**src/rtl/core/spl_pkg.sv**
```systemverilog
package spl_pkg;

	localparam int DEPTH_DEF = 16;

	localparam int FUNC_W   = 2;
	localparam int ID_W     = 32;
	localparam int RANK_W   = 2;
	localparam int AMOUNT_W = 24;
	localparam int POINTS_W = 24;
	localparam int STATUS_W = 2;
	localparam int POS_W    = 5;

	// operation codes
	localparam logic [FUNC_W-1:0] FUNC_INSERT = 2'd0;
	localparam logic [FUNC_W-1:0] FUNC_DELETE = 2'd1;
	localparam logic [FUNC_W-1:0] FUNC_DUMP   = 2'd2;

	// result status codes
	localparam logic [STATUS_W-1:0] STAT_OK       = 2'd0;
	localparam logic [STATUS_W-1:0] STAT_FULL     = 2'd1;
	localparam logic [STATUS_W-1:0] STAT_NOTFOUND = 2'd2;
	localparam logic [STATUS_W-1:0] STAT_EMPTY    = 2'd3;

	// cell load selection
	localparam logic [1:0] CELL_HOLD  = 2'd0;
	localparam logic [1:0] CELL_NEW   = 2'd1;
	localparam logic [1:0] CELL_LEFT  = 2'd2;
	localparam logic [1:0] CELL_RIGHT = 2'd3;

	typedef struct packed {
		logic [ID_W-1:0]     id;
		logic [RANK_W-1:0]   rank;
		logic [AMOUNT_W-1:0] amount;
		logic [POINTS_W-1:0] points;
	} entry_t;

	typedef struct packed {
		logic [1:0] op;
	} cell_ctl_t;

	typedef struct packed {
		logic valid;
		logic ge;     // empty, or the key ranks strictly ahead of this entry
		logic match;  // holds an entry with the key's id
	} cell_stat_t;

endpackage

```
**src/rtl/core/spl_cell.sv**
```systemverilog
module spl_cell (
	input  logic               clk,
	input  logic               arst_n,
	input  spl_pkg::cell_ctl_t ctl,
	input  spl_pkg::entry_t    key,
	input  spl_pkg::entry_t    left_entry,
	input  logic               left_valid,
	input  spl_pkg::entry_t    right_entry,
	input  logic               right_valid,
	output spl_pkg::entry_t    entry,
	output spl_pkg::cell_stat_t stat
);

	spl_pkg::entry_t entry_q;
	logic            valid_q;
	logic            ahead;

	// key ranks strictly ahead: smaller rank, then larger amount, then larger points
	always_comb begin
		if (key.rank != entry_q.rank) begin
			ahead = key.rank < entry_q.rank;
		end else if (key.amount != entry_q.amount) begin
			ahead = key.amount > entry_q.amount;
		end else begin
			ahead = key.points > entry_q.points;
		end
	end

	assign stat.valid = valid_q;
	assign stat.ge    = !valid_q || ahead;
	assign stat.match = valid_q && (key.id == entry_q.id);
	assign entry      = entry_q;

	always_ff @(posedge clk or negedge arst_n) begin
		if (!arst_n) begin
			valid_q <= 1'b0;
		end else begin
			unique case (ctl.op)
				spl_pkg::CELL_NEW:   valid_q <= 1'b1;
				spl_pkg::CELL_LEFT:  valid_q <= left_valid;
				spl_pkg::CELL_RIGHT: valid_q <= right_valid;
				default:             valid_q <= valid_q;
			endcase
		end
	end

	always_ff @(posedge clk) begin
		unique case (ctl.op)
			spl_pkg::CELL_NEW:   entry_q <= key;
			spl_pkg::CELL_LEFT:  entry_q <= left_entry;
			spl_pkg::CELL_RIGHT: entry_q <= right_entry;
			default:             entry_q <= entry_q;
		endcase
	end

endmodule

```
**config.mk**
```make
export PLATFORM = sky130hd
export DESIGN_NAME = spl_cell
export DESIGN_NICKNAME = d
export VERILOG_FILES = /design/src/rtl/core/spl_pkg.sv /design/src/rtl/core/spl_cell.sv
export SDC_FILE = /design/constraint.sdc
export NUM_CORES = 1
export LEC_CHECK = 0
export BUFFER_PORTS_ARGS = -buffer_cell sky130_fd_sc_hd__buf_4
export CAP_MARGIN = 25
export CORE_AREA = 2 2 130 132
export CTS_CLUSTER_SIZE = 12
export DETAILED_ROUTE_END_ITERATION = 6
export DIE_AREA = 0 0 132 134
export PLACE_DENSITY_LB_ADDON = 0.05
export SLEW_MARGIN = 20
export SYNTH_ARGS = -nofsm -noshare
export SYNTH_HDL_FRONTEND = slang
export SYNTH_SLANG_ARGS = --single-unit
export TNS_END_PERCENT = 10
```
**constraint.sdc**
```tcl
create_clock -name clk -period 2.1 [get_ports clk]
set_clock_uncertainty 0.15 [all_clocks]
set_input_delay 0.315 -clock clk [delete_from_list [all_inputs] [get_ports clk]]
set_output_delay 0.315 -clock clk [all_outputs]
set_load 0.1 [all_outputs]
```
==> impl_metrics.sql <==
INSERT INTO impl_metrics (metric_group, metric, value, unit) VALUES
('global_route', 'grt_start_max_net_pins', '83', ''),
('yosys', 'synth_top_cells_by_area', 'sky130_fd_sc_hd__edfxtp_1, sky130_fd_sc_hd__mux2i_1, sky130_fd_sc_hd__ha_1', ''),
('yosys', 'unique_cell_type_count_in_the_yosys_netlist', '34', ''),
('yosys', 'largest_family_of_logic_cells_by_synthesized_area', 'multiplexers', ''),
('yosys', 'yosys.area.top_type_share', '42.4', '%'),
('finish', 'design.final.nets', '1298', ''),
('place', 'place_hpwl', '15800', 'um'),
('yosys', 'sequential_element_share_of_the_synthesized_area', '42.8', '%'),
('global_route', 'grt_antenna_before_repair', '0', ''),
('yosys', 'share_of_cell_area_taken_by_muxes_after_synthesis', '14.3', '%'),
('status', 'failed_checks', 'setup timing', ''),
('sta', 'setup-violations-final', '2', ''),
('detailed_routing', 'route.antenna.remaining_nets', '0', ''),
('yosys', 'yosysWarningCount', '0', ''),
('finish', 'final_layout_size_suffix_gt1_share', '46.0', '%'),
('yosys', 'post_synth_xor_area_fraction', '4.83', '%'),
('critical_path', 'critical_path_arrival', '2.44', 'ns'),
('sta', 'timing_max_transition_violations_final', '0', ''),
('finish', 'end_of_flow_core_utilization', '59.5', '%'),
('cts', 'cts_buffers', '9', ''),
('cts', 'cts.path.max_buffers', '2', ''),
('sta', 'hold_viol', '0', ''),
('critical_path', 'cp-end-kind', 'primary output', ''),
('finish', 'multiInputGateArea', '3150', 'um^2'),
('floorplan', 'fp-row-count', '47', ''),
('floorplan', 'die_w', '132', 'um'),
('cts', 'clkSinkCount', '83', ''),
('hold_path', 'hold_path_class', 'input port to flip-flop', ''),
('cts', 'clk_latency', '0.33', 'ns'),
('sta', 'setup_slack', '-0.803', 'ns'),
('yosys', 'synthCells', '588', ''),
('finish', 'layout.filler_cells', '1464', ''),
('global_route', 'first_global_vias', '5886', ''),
('floorplan', 'pin_count', '337', ''),
('power', 'leakagePower', '4.77', 'nW'),
('finish', 'syn_to_final_growth', '67.1', '%'),
('cts', 'clk_transition_reported_paths', '0.06', 'ns'),
('yosys', 'synth_compound_gate_area_share', '11.2', '%'),
('critical_path', 'timing.setup.critical_path_class', 'flip-flop to primary output', ''),
('critical_path', 'critical_path.max_fanout', '2', ''),
('global_route', 'grt_first_pass_wirelength', '29700', 'um'),
('finish', 'num_antenna_cells', '0', ''),
('yosys', 'cell_type_with_the_highest_aggregate_area_in_the_netlist', 'sky130_fd_sc_hd__edfxtp_1', ''),
('yosys', 'syn-num-nets', '890', ''),
('yosys', 'postSynthAreaPerCell', '9.87', 'um^2'),
('floorplan', 'dieArea', '17700', 'um^2'),
('place', 'worst_setup_slack_post_dpl', '-0.629', 'ns'),
('floorplan', 'fp.coreArea', '16300', 'um^2'),
('power', 'report.power.total', '0.00706', 'W'),
('sta', 'setup_repair_after_global_routing_missed_its_margin', 'yes', ''),
('global_route', 'grt.overflow.total', '0', ''),
('place', 'buffer_ports.inserted', '336', ''),
('cts', 'htree_num_levels', '3', ''),
('finish', 'layout_common_cells', 'sky130_fd_sc_hd__buf_4, sky130_fd_sc_hd__a21oi_1, sky130_fd_sc_hd__nor2_1', ''),
('place', 'gp_congestion', '0.839', ''),
('status', 'result_of_the_run', 'finished, violations left', ''),
('power', 'worst_ir_drop_vdd', '378', 'uV'),
('sta', 'finalCriticalPeriod', '2.90', 'ns'),
('finish', 'layout.cells.most_common', 'sky130_fd_sc_hd__buf_4', ''),
('sta', 'fmax', '345', 'MHz'),
('detailed_routing', 'dr.pass1.iters', '4', ''),
('detailed_routing', 'wl_per_cell', '15.7', 'um'),
('power', 'power_density', '728', 'nW/um^2'),
('yosys', 'yosys_register_bits', '83', ''),
('sta', 'tightestPinTransition', '0.381', 'ns'),
('finish', 'area.sequential', '2490', 'um^2'),
('detailed_routing', 'drc_errors', '0', ''),
('global_route', 'groute.usage.overall', '21.1', '%'),
('critical_path', 'critical_path_source_type', 'flip-flop', ''),
('run', 'max-cap-violations', '0', ''),
('yosys', 'synth-adder-area-share', '10.8', '%');
[synth_stat cells, drive strengths merged]
cell	count
a21oi	105
nor2	84
edfxtp	82
mux2i	82
inv	52
ha	50
xnor2	28
clkbuf	21
nand4	18
nand2	10
buf	9
nand3	9
o21ai	7
nor4	6
xor2	4
nor3	3
o211ai	3
a21o	2
nor2b	2
a211o	1
a211oi	1
a21boi	1
a221oi	1
a31oi	1
and3	1
dfrtp	1
mux2	1
o21bai	1
o22a	1
or2	1
[through the flow]
| step | hold slack (ns) | cells | TNS (ns) | area [um^2] |
|---|---|---|---|---|
| 2_1_floorplan | -0.131 | 588 | -1.88 | 5860 |
| 3_3_place_gp | -0.0586 | 1200 | -0.944 | 9260 |
| 3_5_place_dp | -0.0577 | 1200 | -1.01 | 9260 |
| 4_1_cts | 0.0488 | 1218 | -1.39 | 9670 |
| 5_1_grt | 0.0803 | 1220 | -1.56 | 9700 |
| 6_report | 0.0620 | 1220 | -1.33 | 9700 |
[report_power, final]
part	total, W	internal (W)	switching, W
logic	0.00334	0.00116	0.00218
registers	0.00218	0.00206	0.000121
clock network	0.00154	0.000907	0.000637
[sequential cells by signal (all words and copies together), names as in the netlist]
name / flops
entry: 82
valid_q: 1
[timing repair]
item | in CTS | in global routing
endpoints found under the hold margin | 1 | 0
resized for setup | 18 | 3
pin swaps | 10 | 3
setup buffers | 2 | 2
endpoints found under the setup margin | 2 | 2
hold buffers | 1 | 0
[layout make-up]
type / instances / share of cell area, %
repair buffers: 427 / 34.1
well taps: 220 / 2.84
multi-input cells: 423 / 32.5
inverters: 52 / 2.01
clock buffers: 11 / 2.40
flip-flops and latches: 83 / 25.6
clock inverters: 4 / 0.439
[routing by layer]
layer,wire length (um),global-route usage (%),up-vias,share of wire [%]
li1,-,-,2934,-
met1,7390,24.2,2598,39
met2,9930,38.2,215,52
met3,1350,5.40,27,7.0
met4,457,7.43,0,2.4
met5,0,0,-,0
[worst paths after layout]
| check | startpoint | to | slack [ns] | depth (start not counted) |
|---|---|---|---|---|
| min in group asynchronous | arst_n | valid_q | 0.16 | 2 |
| max in group asynchronous | arst_n | valid_q | 1.56 | 2 |
| worst min register to register | valid_q | valid_q | 0.62 | 2 |
| worst min-delay path | right_valid | valid_q | 0.06 | 2 |
| worst max register to register | valid_q | valid_q | 0.93 | 2 |
| worst max-delay path | entry[18] | stat[1] | -0.80 | 9 |
[worst max-delay path: stages, from the launching register on]
cell and delay, ns:
sky130_fd_sc_hd__edfxtp_1 0.34, sky130_fd_sc_hd__inv_1 0.05, sky130_fd_sc_hd__ha_1 0.30, sky130_fd_sc_hd__nand4_1 0.21, sky130_fd_sc_hd__nor2_1 0.08, sky130_fd_sc_hd__a221oi_2 0.30
sky130_fd_sc_hd__buf_4 0.16, sky130_fd_sc_hd__o211ai_1 0.12, sky130_fd_sc_hd__a211o_4 0.36, sky130_fd_sc_hd__buf_12 0.17
[cell families after synthesis]
logic type	Yosys count
xor+xnor	32
compound gates	124
mux	83
simple gates	134
buf+inv	82
fa+ha+maj	50
flops	83
No activity file was read; power rests on OpenSTA's default activity.
